### config.mk
export PLATFORM = sky130hd
export DESIGN_NAME = crc32_monitoring_frame_builder_flat
export DESIGN_NICKNAME = d
export VERILOG_FILES = /design/src/rtl/core/cmfb_pkg.sv /design/src/rtl/core/cmfb_in_if.sv /design/src/rtl/core/cmfb_out_if.sv /design/src/rtl/core/cmfb_cfg_if.sv /design/src/rtl/core/cmfb_cfg_regs.sv /design/src/rtl/core/cmfb_crc.sv /design/src/rtl/core/cmfb_byte_seq.sv /design/src/rtl/core/crc32_monitoring_frame_builder.sv /design/src/flat_wrapper.sv
export SDC_FILE = /design/constraint.sdc
export NUM_CORES = 1
export LEC_CHECK = 0
export ABC_AREA = 1
export BUFFER_PORTS_ARGS = -buffer_cell sky130_fd_sc_hd__buf_4
export CAP_MARGIN = 20
export CORE_UTILIZATION = 55
export DETAILED_ROUTE_END_ITERATION = 16
export PLACE_DENSITY = 0.83
export SLEW_MARGIN = 20
export SYNTH_ARGS = -nofsm -noshare
export SYNTH_HDL_FRONTEND = slang
export SYNTH_SLANG_ARGS = --single-unit
### constraint.sdc
create_clock -name i_clk -period 6.33 [get_ports i_clk]
set_input_delay 0.633 -clock i_clk [delete_from_list [all_inputs] [get_ports i_clk]]
set_output_delay 0.633 -clock i_clk [all_outputs]
set_load 0.02 [all_outputs]
### src/rtl/core/cmfb_pkg.sv
// Package with the constants, types and CRC function of the monitoring frame builder.
package cmfb_pkg;

    localparam int unsigned PAYLOAD_WORDS = 13;
    localparam int unsigned POS_W         = 4;
    localparam int unsigned IDX_W         = 6;
    localparam int unsigned CFG_IDX_W     = 8;
    localparam int unsigned CFG_DATA_W    = 48;

    localparam logic [IDX_W-1:0] IDX_PAYLOAD   = 6'd33;
    localparam logic [IDX_W-1:0] IDX_WORD_END  = 6'd36;
    localparam logic [IDX_W-1:0] IDX_FRAME_END = 6'd44;
    localparam logic [IDX_W-1:0] IDX_COVER_LO  = 6'd4;

    localparam logic [31:0] CRC_POLY   = 32'hEDB8_8320;
    localparam logic [31:0] CRC_ONES   = 32'hFFFF_FFFF;
    localparam logic [31:0] START_MARK = 32'h4996_02D2;
    localparam logic [31:0] END_MARK   = 32'hB669_FD2E;

    localparam logic [31:0] LENGTH_RST = 32'd85;
    localparam logic [7:0]  MSG_RST    = 8'h00;
    localparam logic [47:0] DEST_RST   = 48'h0103_0302_0000;
    localparam logic [47:0] SRC_RST    = 48'h0103_0305_0000;

    localparam logic [CFG_IDX_W-1:0] CFG_LENGTH = 8'd0;
    localparam logic [CFG_IDX_W-1:0] CFG_MSG    = 8'd1;
    localparam logic [CFG_IDX_W-1:0] CFG_DEST   = 8'd2;
    localparam logic [CFG_IDX_W-1:0] CFG_SRC    = 8'd3;

    typedef struct packed {
        logic [31:0] length_value;
        logic [7:0]  message_type;
        logic [47:0] destination_address;
        logic [47:0] source_address;
    } t_cfg;

    typedef struct packed {
        logic       update;
        logic       clear;
        logic [7:0] data;
    } t_crc_ctrl;

    function automatic logic [31:0] crc_byte(input logic [31:0] c_in, input logic [7:0] b);
        logic [31:0] c;
        c = c_in ^ {24'd0, b};
        for (int i = 0; i < 8; i++) begin
            c = c[0] ? ((c >> 1) ^ CRC_POLY) : (c >> 1);
        end
        return c;
    endfunction

endpackage

### src/rtl/core/cmfb_in_if.sv
// Input channel carrying one payload word with its frame header fields.
interface cmfb_in_if;
    logic        valid;
    logic        ready;
    logic [31:0] sequence_number;
    logic [63:0] timestamp_ms;
    logic [31:0] payload_word;

    modport source (output valid, sequence_number, timestamp_ms, payload_word, input ready);
    modport sink (input valid, sequence_number, timestamp_ms, payload_word, output ready);
endinterface

### src/rtl/core/cmfb_out_if.sv
// Output channel carrying one frame byte with its end flags.
interface cmfb_out_if;
    logic       valid;
    logic       ready;
    logic [7:0] frame_byte;
    logic       item_done;
    logic       frame_done;

    modport source (output valid, frame_byte, item_done, frame_done, input ready);
    modport sink (input valid, frame_byte, item_done, frame_done, output ready);
endinterface

### src/rtl/core/cmfb_cfg_if.sv
// Configuration write channel carrying a register index and write data.
interface cmfb_cfg_if;
    import cmfb_pkg::*;
    logic                  valid;
    logic                  ready;
    logic [CFG_IDX_W-1:0]  index;
    logic [CFG_DATA_W-1:0] data;

    modport source (output valid, index, data, input ready);
    modport sink (input valid, index, data, output ready);
endinterface

### src/rtl/core/cmfb_cfg_regs.sv
// Configuration register bank of the monitoring frame builder.
module cmfb_cfg_regs
    import cmfb_pkg::*;
(
    input  logic      i_clk,
    input  logic      i_rst_n,
    cmfb_cfg_if.sink  i_cfg,
    output t_cfg      o_cfg
);

    t_cfg r_cfg;
    t_cfg n_cfg;

    assign i_cfg.ready = 1'b1;
    assign o_cfg       = r_cfg;

    always_comb begin
        n_cfg = r_cfg;
        if (i_cfg.valid) begin
            case (i_cfg.index)
                CFG_LENGTH: n_cfg.length_value        = i_cfg.data[31:0];
                CFG_MSG:    n_cfg.message_type        = i_cfg.data[7:0];
                CFG_DEST:   n_cfg.destination_address = i_cfg.data;
                CFG_SRC:    n_cfg.source_address      = i_cfg.data;
                default:    n_cfg = r_cfg;
            endcase
        end
    end

    always_ff @(posedge i_clk) begin
        if (!i_rst_n) begin
            r_cfg.length_value        <= LENGTH_RST;
            r_cfg.message_type        <= MSG_RST;
            r_cfg.destination_address <= DEST_RST;
            r_cfg.source_address      <= SRC_RST;
        end else begin
            r_cfg <= n_cfg;
        end
    end

endmodule

### src/rtl/core/cmfb_crc.sv
// Running CRC-32 register, updated by one frame byte per cycle while the byte sequencer advances.
module cmfb_crc
    import cmfb_pkg::*;
(
    input  logic        i_clk,
    input  logic        i_rst_n,
    input  t_crc_ctrl   i_ctrl,
    output logic [31:0] o_crc
);

    logic [31:0] r_crc;
    logic [31:0] n_crc;

    assign o_crc = r_crc;

    always_comb begin
        n_crc = r_crc;
        if (i_ctrl.clear) begin
            n_crc = CRC_ONES;
        end else if (i_ctrl.update) begin
            n_crc = crc_byte(r_crc, i_ctrl.data);
        end
    end

    always_ff @(posedge i_clk) begin
        if (!i_rst_n) begin
            r_crc <= CRC_ONES;
        end else begin
            r_crc <= n_crc;
        end
    end

endmodule

### src/rtl/core/cmfb_byte_seq.sv
// Word register, byte sequencer and output register of the frame builder.
module cmfb_byte_seq
    import cmfb_pkg::*;
(
    input  logic        i_clk,
    input  logic        i_rst_n,
    cmfb_in_if.sink     i_in,
    cmfb_out_if.source  o_out,
    input  t_cfg        i_cfg,
    input  logic [31:0] i_crc,
    output t_crc_ctrl   o_crc_ctrl
);

    logic [POS_W-1:0] r_pos;
    logic             r_busy;
    logic [IDX_W-1:0] r_idx;
    logic             r_last;
    logic [31:0]      r_seq;
    logic [63:0]      r_ts;
    logic [31:0]      r_word;
    logic             r_out_valid;
    logic [7:0]       r_out_byte;
    logic             r_out_item_done;
    logic             r_out_frame_done;

    logic             accept;
    logic             advance;
    logic             end_now;
    logic             in_first;
    logic             in_last;
    logic [POS_W:0]   pos_inc;
    logic [IDX_W-1:0] end_idx;
    logic [IDX_W-1:0] sel;
    logic [359:0]     frame_v;
    logic [7:0]       cur_byte;

    assign pos_inc  = {1'b0, r_pos} + {{POS_W{1'b0}}, 1'b1};
    assign in_first = (r_pos == '0);
    assign in_last  = (pos_inc >= (POS_W+1)'(PAYLOAD_WORDS));

    assign end_idx = r_last ? IDX_FRAME_END : IDX_WORD_END;
    assign advance = r_busy && (!r_out_valid || o_out.ready);
    assign end_now = advance && (r_idx == end_idx);

    assign i_in.ready = !r_busy || end_now;
    assign accept     = i_in.valid && i_in.ready;

    assign frame_v = {START_MARK, i_cfg.length_value, i_cfg.destination_address,
                      i_cfg.source_address, i_cfg.message_type, r_seq, r_ts, r_word,
                      i_crc ^ CRC_ONES, END_MARK};
    assign sel      = IDX_FRAME_END - r_idx;
    assign cur_byte = frame_v[{sel, 3'b000} +: 8];

    assign o_crc_ctrl.update = advance && (r_idx >= IDX_COVER_LO) && (r_idx <= IDX_WORD_END);
    assign o_crc_ctrl.clear  = end_now && r_last;
    assign o_crc_ctrl.data   = cur_byte;

    assign o_out.valid      = r_out_valid;
    assign o_out.frame_byte = r_out_byte;
    assign o_out.item_done  = r_out_item_done;
    assign o_out.frame_done = r_out_frame_done;

    always_ff @(posedge i_clk) begin
        if (!i_rst_n) begin
            r_pos       <= '0;
            r_busy      <= 1'b0;
            r_idx       <= '0;
            r_last      <= 1'b0;
            r_out_valid <= 1'b0;
        end else begin
            if (accept) begin
                r_busy <= 1'b1;
                r_idx  <= in_first ? '0 : IDX_PAYLOAD;
                r_last <= in_last;
                r_pos  <= in_last ? '0 : pos_inc[POS_W-1:0];
            end else if (end_now) begin
                r_busy <= 1'b0;
            end else if (advance) begin
                r_idx <= r_idx + 1'b1;
            end
            if (advance) begin
                r_out_valid <= 1'b1;
            end else if (o_out.ready) begin
                r_out_valid <= 1'b0;
            end
        end
    end

    always_ff @(posedge i_clk) begin
        if (accept) begin
            r_seq  <= i_in.sequence_number;
            r_ts   <= i_in.timestamp_ms;
            r_word <= i_in.payload_word;
        end
        if (advance) begin
            r_out_byte       <= cur_byte;
            r_out_item_done  <= (r_idx == end_idx);
            r_out_frame_done <= r_last && (r_idx == IDX_FRAME_END);
        end
    end

endmodule

### src/rtl/core/crc32_monitoring_frame_builder.sv
// Top level of the monitoring frame builder with CRC-32 trailer.
// Each accepted payload word produces frame bytes on the output channel, one byte per
// cycle while the output is ready, big-endian: a middle word gives 4 bytes, the first
// word of a frame 37 (start marker, length, addresses, message type, sequence number,
// timestamp and the word), and the last word 8 more for the CRC and the end marker.
// The byte rate is set by the single byte-wide output register; the next word is taken
// in the cycle its predecessor hands over its last byte, so a steady stream of middle
// words runs without gaps. Configuration writes take effect for bytes built after them.
module crc32_monitoring_frame_builder
    import cmfb_pkg::*;
(
    input  logic       i_clk,
    input  logic       i_rst_n,
    cmfb_in_if.sink    i_in,
    cmfb_out_if.source o_out,
    cmfb_cfg_if.sink   i_cfg
);

    t_cfg        cfg;
    t_crc_ctrl   crc_ctrl;
    logic [31:0] crc;

    cmfb_cfg_regs u_cfg_regs (
        .i_clk   (i_clk),
        .i_rst_n (i_rst_n),
        .i_cfg   (i_cfg),
        .o_cfg   (cfg)
    );

    cmfb_crc u_crc (
        .i_clk   (i_clk),
        .i_rst_n (i_rst_n),
        .i_ctrl  (crc_ctrl),
        .o_crc   (crc)
    );

    cmfb_byte_seq u_byte_seq (
        .i_clk      (i_clk),
        .i_rst_n    (i_rst_n),
        .i_in       (i_in),
        .o_out      (o_out),
        .i_cfg      (cfg),
        .i_crc      (crc),
        .o_crc_ctrl (crc_ctrl)
    );

endmodule
### src/flat_wrapper.sv
// flat-port wrapper written by rule: the top's interface ports become plain ports
module crc32_monitoring_frame_builder_flat import cmfb_pkg::*;
  (i_clk, i_rst_n, i_in_valid, i_in_sequence_number, i_in_timestamp_ms, i_in_payload_word, i_in_ready, o_out_valid, o_out_frame_byte, o_out_item_done, o_out_frame_done, o_out_ready, i_cfg_valid, i_cfg_index, i_cfg_data, i_cfg_ready);
  cmfb_in_if i_in_i ();
  cmfb_out_if o_out_i ();
  cmfb_cfg_if i_cfg_i ();
  input  logic i_clk;
  input  logic i_rst_n;
  input wire logic [$bits(i_in_i.valid)-1:0] i_in_valid;
  input wire logic [$bits(i_in_i.sequence_number)-1:0] i_in_sequence_number;
  input wire logic [$bits(i_in_i.timestamp_ms)-1:0] i_in_timestamp_ms;
  input wire logic [$bits(i_in_i.payload_word)-1:0] i_in_payload_word;
  output wire logic [$bits(i_in_i.ready)-1:0] i_in_ready;
  output wire logic [$bits(o_out_i.valid)-1:0] o_out_valid;
  output wire logic [$bits(o_out_i.frame_byte)-1:0] o_out_frame_byte;
  output wire logic [$bits(o_out_i.item_done)-1:0] o_out_item_done;
  output wire logic [$bits(o_out_i.frame_done)-1:0] o_out_frame_done;
  input wire logic [$bits(o_out_i.ready)-1:0] o_out_ready;
  input wire logic [$bits(i_cfg_i.valid)-1:0] i_cfg_valid;
  input wire logic [$bits(i_cfg_i.index)-1:0] i_cfg_index;
  input wire logic [$bits(i_cfg_i.data)-1:0] i_cfg_data;
  output wire logic [$bits(i_cfg_i.ready)-1:0] i_cfg_ready;
  assign i_in_i.valid = i_in_valid;
  assign i_in_i.sequence_number = i_in_sequence_number;
  assign i_in_i.timestamp_ms = i_in_timestamp_ms;
  assign i_in_i.payload_word = i_in_payload_word;
  assign i_in_ready = i_in_i.ready;
  assign o_out_valid = o_out_i.valid;
  assign o_out_frame_byte = o_out_i.frame_byte;
  assign o_out_item_done = o_out_i.item_done;
  assign o_out_frame_done = o_out_i.frame_done;
  assign o_out_i.ready = o_out_ready;
  assign i_cfg_i.valid = i_cfg_valid;
  assign i_cfg_i.index = i_cfg_index;
  assign i_cfg_i.data = i_cfg_data;
  assign i_cfg_ready = i_cfg_i.ready;
  crc32_monitoring_frame_builder u_core (.i_clk(i_clk), .i_rst_n(i_rst_n), .i_in(i_in_i), .o_out(o_out_i), .i_cfg(i_cfg_i));
endmodule
# Yosys cells after proc, flatten, opt, wreduce, memory -nomap -nowiden
# Index checks and enable logic that the tools add are counted.
# word_totals
regBits,319
latchBits,0
ramBits,0
mem_bits_ro,0
input_bits,189
output_inout_bits,13
elab_cells,80
n_memories,0
# op_classes
n_addsub,3
n_mul,0
div_mod_pow,0
n_lt_le_gt_ge,3
n_eq_ne,6
shift,1
mux,18
n_bitwise,11
n_reduce_logical,22
# ops
cell,count
indexed part select 360 x 10 -> 8 bit,1
two-way mux 32 bit,8
NOT 13 -> 14 bit,8
NOT 32 bit,1
bitwise XOR 32 x 8 -> 32 bit,1
two-way mux 6 bit,4
equality test 8 x 2 -> 1 bit (second input constant),2
AND reduction 2 bit,5
equality test 8 x 1 -> 1 bit (second input constant),1
logical NOT 8 bit,1
two-way mux 4 bit,2
logical AND 1 bit,7
adder 6 x 1 -> 6 bit (second input constant),1
equality test 6 bit,1
equality test 6 bit (second input constant),1
>= comparator 6 x 3 -> 1 bit (second input constant),1
<= comparator 6 bit (second input constant),1
nonzero test 2 bit,3
subtractor 6 bit (first input constant),1
adder 4 x 1 -> 5 bit (second input constant),1
>= comparator 5 x 4 -> 1 bit (second input constant),1
logical NOT 4 bit,1
two-way mux 1 bit,4
logical NOT 1 bit,2
4 further kinds,5

# Logic depth before layout (Yosys ltp)
# logic_depth
word_depth,19
mapped_depth,27
ltp_nobuf,23

# Cells and area by module
# From an unflattened synthesis, not the netlist that was laid out.
# unflattened
cells_unflattened,2238
area_unflattened_um2,16492.1
# by_module_without_submodules
module,instances,cells_each,area_each_um2,seq_area_each_um2
cmfb_byte_seq,1,1056,8394.3,4404.2
cmfb_cfg_regs,1,795,5642.9,2722.6
cmfb_crc,1,387,2454.9,640.6

# Least setup slack after synthesis
# Ideal clock, no wire load.
# synth_path
kind,register to register
start,register u_core.u_byte_seq.r_idx[0]
end,register u_core.u_byte_seq.r_idx[5]
setup_ns,0.073
t_arrival_ns,5.457
required_time_ns,6.257
slack_ns,0.800
stages_incl_launch_ff,18
path_buffers,3
synth_period_minus_slack_ns,5.530
path_cell_list,dfxtp_1 -> buf_6 -> inv_4 -> buf_6 -> buf_6 -> ha_1 -> nand2_2 -> inv_2 -> nand3_1 -> a22oi_1 -> nand2_1 -> nand2_1 -> nand2_1 -> inv_1 -> o21ai_0 -> o21ai_0 -> o21ai_0 -> a21oi_1
# synth_via
elab_chain_cells,6
word_cells_on_any_way,11
classes_between,add/sub (1); eq/ne (2); mux (3); reduce/logical (5)
# synth_lines
element,line,rtl
from (decl),cmfb_byte_seq.sv:16,logic [IDX_W-1:0] r_idx;
from (signal assigned),cmfb_byte_seq.sv:73,r_idx <= in_first ? '0 : IDX_PAYLOAD;
from (signal assigned),cmfb_byte_seq.sv:79,r_idx <= r_idx + 1'b1;
equality test 6 bit (*),cmfb_byte_seq.sv:43,assign end_now = advance && (r_idx == end_idx);
logical AND 1 bit (*),cmfb_byte_seq.sv:43,
logical OR 1 bit (*),cmfb_byte_seq.sv:45,assign i_in.ready = !r_busy || end_now;
via i_in_ready,flat_wrapper.sv:13,output wire logic [$bits(i_in_i.ready)-1:0] i_in_ready;
logical AND 1 bit (*),cmfb_byte_seq.sv:46,assign accept = i_in.valid && i_in.ready;
via u_core.u_byte_seq.accept,cmfb_byte_seq.sv:26,logic accept;
!= test 2 bit (no source line) or nonzero test 2 bit (tied branches),--,
AND reduction 2 bit (no source line),--,
# The timed path passes the listed nets; every way through them passes the cells marked *. The select of a mux whose other input is x is not followed.
# A chain may end at the register's enable or synchronous reset.

# Worst setup path after layout
# layout_path
start,register u_core.u_byte_seq.r_idx[0]
end,"register u_core.u_crc.r_crc[26], in the netlist u_core.u_crc.o_crc[26]"
# layout_via
elab_chain_cells,15
word_cells_on_any_way,25
classes_between,add/sub (1); order compare (2); eq/ne (1); shift (1); mux (8); bitwise (7); reduce/logical (5)
# layout_lines
element,line,rtl
subtractor 6 bit,cmfb_byte_seq.sv:51,assign sel = IDX_FRAME_END - r_idx;
indexed part select 360 x 10 -> 8 bit,cmfb_byte_seq.sv:52,"assign cur_byte = frame_v[{sel, 3'b000} +: 8];"
bitwise XOR 32 x 8 -> 32 bit,cmfb_pkg.sv:45,"c = c_in ^ {24'd0, b};"
two-way mux 32 bit (3 in series),cmfb_pkg.sv:47,c = c[0] ? ((c >> 1) ^ CRC_POLY) : (c >> 1);
NOT 13 -> 14 bit (no source line),--,
two-way mux 32 bit,cmfb_pkg.sv:47,
NOT 13 -> 14 bit (no source line),--,
two-way mux 32 bit (2 in series),cmfb_pkg.sv:47,
NOT 13 -> 14 bit (no source line),--,
two-way mux 32 bit,cmfb_pkg.sv:47,
NOT 13 -> 14 bit (no source line),--,
two-way mux 32 bit,cmfb_pkg.sv:47,
to (signal assigned),cmfb_crc.sv:29,r_crc <= n_crc;
to (decl),cmfb_crc.sv:11,logic [31:0] r_crc;
# Several ways; a longest one is shown, not always the timed one.

==> results.toml <==
[status]
status = "finished, final reports clean"

[power_and_ir_drop]
p_leak_nw = 7.69
p_per_area_nw_per_um2 = 296
irDropWorstVdd_v = 0.000198
total_power_w = 0.00524

[critical_path]
criticalPathCategory = "reg -> reg"
start_kind = "flop"
r2r_end = "u_core.u_crc.o_crc[26]$_SDFFE_PP1P_"
cpMostUsedCell = "nand3_1"
cp.required_ns = 6.84
reg2reg_depth = 21
cp_top_family = "simple AND/OR/NAND/NOR gates"
ff2ff_setup_slack_ns = 1.79
slowest_stage = "nand2_2"
critical_path_buf_inv_count = 2
critPathMaxFanout = 41
rr_startpoint = "u_core.u_byte_seq.r_idx[0]$_SDFFE_PN0P_"
max_stage_delay_ns = 0.66
end_kind = "flop"
arrival_ns = 5.05
path_cells = "inv_4, ha_1, inv_2, nand2_2, nor2_1, nor2_1, nand3_1, nand3_1, nand3_1, nand3_1, nand2_1, nand2_1, nand2_2, nand2_1, nand2_2, nand2_2, nand2_2, nand2_1, nand3_1, nand3_1, nand2_1"

[floorplanning]
rows = 60
die-area_um2 = 28200
die_w_um = 168
core-area_um2 = 27000
io_pins = 202
die_h_um = 168
start_util_pct = 56.2

[final_layout]
drive_gt1_share_pct = 15.6
diodes = 0
final_nets = 2277
fillers = 2175
area_growth_syn_to_layout_pct = 17.0
stdcell_count = 2443

[place]
dpl.hpwl_um = 28100
place_inst = 2389
post-place-ws_ns = 1.89
routabilityCongestion = 0.925
io_buffers = 200

[sta]
finalHoldViolCount = 0
max_freq_mhz = 220
fin_skew_ns = 0.0274
finalCriticalPeriod_ns = 4.54
tns_ns = 0
slew_headroom_pct = 25.7
timing.final.ws_setup_ns = 1.79
setup_viol = 0
worst_pin_slew_ns = 1.11
drv_slew = 0
rsz0062_at_grt = "false"
period_share_pct = 71.7

[clock_network]
clk_pin_slew_ns = 0.06
post_cts_buffers = 0
cts-buffers-inserted = 31
clock_sinks = 319
cts_resized = 0
cts_tree = "done"
hold_buffers = 0
cts-root-buf = "clkbuf_16"
worstSkewPairLatency_ns = 0.59
h-tree-depth = 1
cts.path.max_buffers = 3

[logic_synthesis]
synth_cell_types = 49
synth_area_leaders = "edfxtp_1 (27%), dfxtp_1 (24%), nor2_1 (12%)"
synthesis.nets = 2130
syn_avg_cell_area_um2 = 7.83
yosysMostFrequentCell = "nor2_1"
synth-async-reset-ratio_pct = 0
synth.largest_area_cell = "edfxtp_1"
netlist.area_leader.share_pct = 27.4
syn-cell-area_um2 = 15100
synth-seq-cells = 319
ys_top_cells_by_count = "nor2_1 (478), nand2_1 (379), dfxtp_1 (181)"
synth-edff-count = 138
synth_flop_cell = "dfxtp_1"
ys_seq_area_share_pct = 51.3
syn_inst = 1934
ys_warn_count = 0

[detailed_routing]
drc = 0
postRouteAntennaNets = 0
avgRoutedWirePerCell_um = 17.7
drt_pass1_iterations = 5
dr_total_vias = 13800
drt_wl_total_um = 43100
vias_per_cell = 5.65
dr.first_iter.drc_count = 1558

[hold_path]
hold_depth = 1
hold_class = "in -> reg"
whs_endpoint = "u_core.u_byte_seq.r_word[17]$_DFFE_PP_"
hold_start = "i_in_payload_word[17]"

[global_route]
first_global_vias = 13000
grt_max_degree = 144
track_usage_pct = 30.3
grt_pass1_wl_um = 67900
grt_overflow = 0
antenna_found_initial = 0

[flow_run]
maxCapViolCount = 0
## metrics by stage
step                utilization, %  hold slack, ns  cell area (um^2)
global route                  65.8           0.208             17700
finish                        65.8           0.215             17700
CTS                           65.7           0.202             17700
global placement              61.7           0.442             16600
floorplan                        -           0.429             15100
detailed placement            61.7           0.447             16600
## layout by cell type (no fill, tap or decap), types with 8 or more instances in the layout
cell type  count
edfxtp_1     138
o21ai_0      151
dfxtp_1      180
nand3_1      178
nand2_1      379
inv_2          8
clkbuf_16     31
o211ai_1      14
xor2_1        27
buf_4        213
inv_1         93
nand2_2       32
nor2_1       478
a21oi_1       67
## worst max path at each step
| stage | from | end | slack (ns) | cells after the start |
|---|---|---|---|---|
| 6_report | u_core.u_byte_seq.r_idx[0]$_SDFFE_PN0P_ | u_core.u_crc.o_crc[26]$_SDFFE_PP1P_ | 1.79 | 21 |
| 5_1_grt | u_core.u_byte_seq.r_idx[0]$_SDFFE_PN0P_ | u_core.u_crc.o_crc[26]$_SDFFE_PP1P_ | 1.44 | 21 |
| 4_1_cts | u_core.u_byte_seq.r_idx[0]$_SDFFE_PN0P_ | u_core.u_crc.o_crc[23]$_SDFFE_PP1P_ | 1.84 | 21 |
| 3_5_place_dp | u_core.u_byte_seq.r_idx[0]$_SDFFE_PN0P_ | u_core.u_crc.o_crc[23]$_SDFFE_PP1P_ | 1.89 | 21 |
| 3_3_place_gp | u_core.u_byte_seq.r_idx[0]$_SDFFE_PN0P_ | u_core.u_crc.o_crc[26]$_SDFFE_PP1P_ | 2.02 | 21 |
| 2_1_floorplan | u_core.u_byte_seq.r_idx[0]$_SDFFE_PN0P_ | u_core.u_byte_seq.r_idx[5]$_SDFFE_PN0P_ | 0.80 | 17 |
## flip-flops by register name, indices dropped and copies added, names as in the netlist, 4 cells and up
signal	cells
u_core.u_byte_seq.r_idx	6
u_core.u_byte_seq.o_out.frame_byte	8
u_core.u_byte_seq.r_word	32
u_core.u_byte_seq.r_seq	32
u_core.u_byte_seq.r_pos	4
u_core.u_crc.o_crc	32
u_core.u_cfg_regs.o_cfg	136
u_core.u_byte_seq.r_ts	64
## cell type report
class	count	area, um^2	area share (%)
clock buffer	41	858	4.84
multi-input combinational	1412	6420	36.3
timing repair buffer	214	1610	9.09
tap	341	427	2.41
sequential	319	7770	43.8
clock inverter	13	238	1.34
inverter	103	394	2.22
## power by group
group	switching [W]	internal, W
clock	0.000785	0.00120
sequential	0.0000276	0.00223
combinational	0.000668	0.000331
total	0.00148	0.00376
## worst register-to-register path, cell delays in order (launching register included)
cell and delay [ns]:
dfxtp_2 0.33, inv_4 0.35, ha_1 0.49, inv_2 0.47, nand2_2 0.66, nor2_1 0.27
nor2_1 0.06, nand3_1 0.09, nand3_1 0.09, nand3_1 0.12, nand3_1 0.12, nand2_1 0.15
nand2_1 0.07, nand2_2 0.29, nand2_1 0.11, nand2_2 0.23, nand2_2 0.11, nand2_2 0.12
nand2_1 0.09, nand3_1 0.08, nand3_1 0.07, nand2_1 0.10
## cells by family (layout without fill, tap and decap cells)
kind of cell	after synthesis	after routing	share of synthesized area [%]
buf+inv	203	371	6.31
flops	319	319	51.3
compound gates	266	266	9.52
fa+ha+maj	7	7	0.578
simple gates	1108	1108	30.5
other cells	1	1	0.0248
xor+xnor	30	30	1.78
## per-layer routing
layer / global-route usage (%) / up-vias / part of all wire (%)
li1: - / 6599 / -
met1: 41.2 / 6403 / 41
met2: 48.9 / 678 / 46
met3: 4.54 / 122 / 9.2
met4: 12.1 / 0 / 3.8
met5: 0 / - / 0
No activity file was read; power rests on OpenSTA's default activity.
